File: config.mk
export PLATFORM = sky130hd
export DESIGN_NAME = mcant_ram
export DESIGN_NICKNAME = d
export VERILOG_FILES = /design/src/hw/rtl/mcant_ram.sv
export SDC_FILE = /design/constraint.sdc
export NUM_CORES = 2
export LEC_CHECK = 0
export BUFFER_PORTS_ARGS = -buffer_cell sky130_fd_sc_hd__buf_2
export CORE_MARGIN = 5
export CORE_UTILIZATION = 40
export DETAILED_ROUTE_END_ITERATION = 8
export GPL_TIMING_DRIVEN = 0
export HOLD_SLACK_MARGIN = 0.1
export PLACE_DENSITY_LB_ADDON = 0.2
export REMOVE_ABC_BUFFERS = 1
export SYNTH_ARGS = -nofsm -noshare
export SYNTH_HDL_FRONTEND = slang
export SYNTH_SLANG_ARGS = --single-unit
File: constraint.sdc
create_clock -name clk_i -period 2.9 [get_ports clk_i]
set_input_delay 0.435 -clock clk_i [delete_from_list [all_inputs] [get_ports clk_i]]
set_output_delay 0.435 -clock clk_i [all_outputs]
set_load 0.02 [all_outputs]
File: src/hw/rtl/mcant_ram.sv
module mcant_ram #(
  parameter int unsigned WIDTH = 8,
  parameter int unsigned DEPTH = 256,
  localparam int unsigned AW   = (DEPTH > 1) ? $clog2(DEPTH) : 1
) (
  input  logic             clk_i,
  input  logic             we_i,
  input  logic [AW-1:0]    waddr_i,
  input  logic [WIDTH-1:0] wdata_i,
  input  logic             re_i,
  input  logic [AW-1:0]    raddr_i,
  output logic [WIDTH-1:0] rdata_o
);

  logic [WIDTH-1:0] mem_q [DEPTH];
  logic [WIDTH-1:0] rdata_q;

  always_ff @(posedge clk_i) begin
    if (we_i) begin
      mem_q[waddr_i] <= wdata_i;
    end
    if (re_i) begin
      rdata_q <= mem_q[raddr_i];
    end
  end

  assign rdata_o = rdata_q;

endmodule

==> impl_results.md <==
* GRT overflow at 0
* Gate Count Post-Synth at 3733
* Die Y at 456 um
* Synth-to-Final Area Change at 14.4%
* Share of layout cells above drive strength 1 at 23.8%
* Post-layout util at 46.1%
* CP Max Fanout at 25
* Layout Cells excl Fill at 6662
* Routed WL at 209000 um
* Setup violators final at 4
* Sequential share of the synthesized area at 77.5%
* Worst setup EP type: register
* Longest Clk Path Bufs at 3
* Synth Register Bits at 2056
* Yosys warns at 0
* Min-delay worst type: primary input to register
* Worst Path Class, Setup: primary input to register
* Max transition margin at 16.7%
* Inserted Clock Buffers at 205
* Cells after DPL at 6240
* Async set or reset register ratio after synthesis at 0%
* Minimum clock period at 2.94 ns
* Final Wtd Congestion at 0.781
* Drt pass-1 iters at 6
* Leakage at 27.9 nW
* Clk slew on worst S/H paths at 0.06 ns
* Worst-Margin Slew at 1.25 ns
* Final worst-path cycle share at 101%
* Placed Area at 0.0833 mm2
* Worst setup margin at -0.0394 ns
* WHS at 0.0967 ns
* Row count at 163
* PnR Total Power at 62.3 mW
* DRT iter0 DRCs at 4138
* Highest Clock Rate at 0.340 GHz
* Max-Cap Viols at 0
* Final instance area at 0.0911 mm2
* Vias in the first global route at 38600
* Drc violations at 0
* Cell Pwr Density at 683 mW/mm2
* Largest net degree at the start of global routing at 141
* RSZ-0062 raised after global routing: yes
* Via/cell ratio at 5.74
* IO Pins at 35
* WL/cell at 31.3 um
* Ys flop type: edfxtp_1
* Critical Path AT at 3.53 ns
* Skew-Pair Late Insertion Delay at 0.84 ns
* Max-slew violation count at 0
* FF+latch area at 0.0617 mm2
* Starting Density at 40.3%
* Clk root buf: clkbuf_16
* Multi-input gate area at 0.0170 mm2
* Die footprint at 0.208 mm2
* Antenna-violating nets left at 0
* Startpoint type of the worst setup path: primary input
* PortBufs at 34
* CTS tree: built
* VDD IR max at 0.652 mV
* Mean Syn Cell Area at 21.3 um2
* Core Area at 0.198 mm2
* Final hold vios at 0
* Post-Synthesis Cell Area at 0.0796 mm2
* Global-route wire length before repair at 294000 um
* Clk_skew at 0.0294 ns
* Setup TNS at -0.0958 ns
* Total GRT Usage at 19.6%
* Synth cell types at 54
* Initial antenna violation count at 9
* Post-DP HPWL at 120000 um
* Status: complete, but fails checks
* Number of clock sinks at 2056
* Pre-CTS setup slack at -2.70 ns
* DIE WIDTH at 456 um
* Req. time, crit path at 3.49 ns
* Fillers at 16400
* Failing checks: negative setup slack
* Post-synth EDFFs at 2056
* Layout Nets at 3865
* Via count at 38200
* CTS H-tree lvls at 4
## kinds of logic (layout without fill, tap and decap cells)
group / after synthesis / count (layout) / synth area share, %
other cells: 0 / 5 / 0
simple gates: 466 / 467 / 2.63
mux: 591 / 591 / 14.6
flops: 2056 / 2056 / 77.5
buf+inv: 235 / 518 / 1.83
compound gates: 385 / 385 / 3.42
## cells in the final DEF, fill, tap and decap left out, drive strengths merged, types with 2 or more instances in the layout
cell type       n
mux2i         134
o221ai         47
nand2b          8
inv            10
nor4           27
bufinv         21
o22a            5
bufbuf         18
a21oi          96
a22oi         133
clkbuf        257
dlygate4sd3     5
edfxtp       2056
and3b           2
nand4          10
a22o            8
o22ai          28
nor3           22
o32ai           5
a311oi          2
a2111oi         5
clkinv        100
and2            6
clkinvlp        2
nand3b          2
mux4          456
diode           5
nand2          33
buf           105
a31oi           2
nand3          34
o211ai         10
a211oi         16
or2             4
nor2          282
a221oi         14
o21ai          12
nor2b          32
## synth_stat cells, drive strengths merged (10+ instances only)
master / instances / share of area, %
nor4: 27 / 0.24
mux4: 456 / 13
nand3: 34 / 0.21
nor3: 22 / 0.14
a21oi: 96 / 0.60
a22oi: 133 / 1.3
o22ai: 28 / 0.22
nor2b: 31 / 0.24
a221oi: 14 / 0.16
nand2: 33 / 0.16
o21ai: 12 / 0.075
nor2: 282 / 1.3
o221ai: 47 / 0.52
o211ai: 10 / 0.094
clkbuf: 111 / 0.52
nand4: 10 / 0.079
a211oi: 16 / 0.15
buf: 122 / 1.3
mux2i: 134 / 1.7
edfxtp: 2056 / 78
## layout make-up
| class | count | share of cell area, % |
|---|---|---|
| Sequential cell | 2056 | 67.7 |
| Multi-Input combinational cell | 1443 | 18.7 |
| Clock buffer | 255 | 5.86 |
| Tap cell | 2640 | 3.62 |
| Timing Repair Buffer | 130 | 2.72 |
| Clock inverter | 131 | 1.35 |
| Inverter | 2 | 0.0220 |
| Antenna cell | 5 | 0.0137 |
## power by group
| group | switching [mW] | internal, mW | leakage, nW |
|---|---|---|---|
| logic | 2.13 | 1.19 | 6.20 |
| clock network | 11.2 | 14.9 | 3.23 |
| registers | 0.0162 | 32.8 | 18.5 |
| total | 13.4 | 48.9 | 27.9 |
## state kept, by name, summed over array words and instances (netlist names)
| name | count |
|---|---|
| mem_q | 2048 |
| rdata_o | 8 |
## layer usage
| layer | GRT usage (%) | part of all wire [%] | vias to the layer above |
|---|---|---|---|
| li1 | - | - | 16000 |
| met1 | 28.0 | 43 | 20800 |
| met2 | 31.8 | 49 | 1224 |
| met3 | 3.43 | 6.3 | 253 |
| met4 | 4.76 | 2.2 | 0 |
| met5 | 0 | 0 | - |
## final timing paths
kind | startpoint | end | slack (ns) | cells past startpoint
min | wdata_i[4] | mem_q[83][4]$_DFFE_PP_ | 0.1 | 1
max reg2reg | mem_q[24][5]$_DFFE_PP_ | rdata_o[5]$_DFFE_PP_ | 0.20 | 6
min reg2reg | mem_q[62][2]$_DFFE_PP_ | rdata_o[2]$_DFFE_PP_ | 1.37 | 7
max | raddr_i[5] | rdata_o[7]$_DFFE_PP_ | -0.04 | 6
## worst max-delay path, cell delays in order
cell      delay [ns]
buf_2           0.66
nor2b_1         0.90
o221ai_1        0.46
nor2_1          0.48
nor4_4          0.16
nor4_2          0.36
## what timing repair did
| item | CTS | global route |
|---|---|---|
| endpoints found under the setup margin | 8 | 7 |
| cloned | 21 | 2 |
| resized for setup | 70 | 7 |
| endpoints found under the hold margin | 178 | 4 |
| hold buffers | 4 | 1 |
| buffers inserted | 3 | 0 |
| pin swaps | 5 | 2 |
Note: power is estimated with default switching activity, not from simulation.
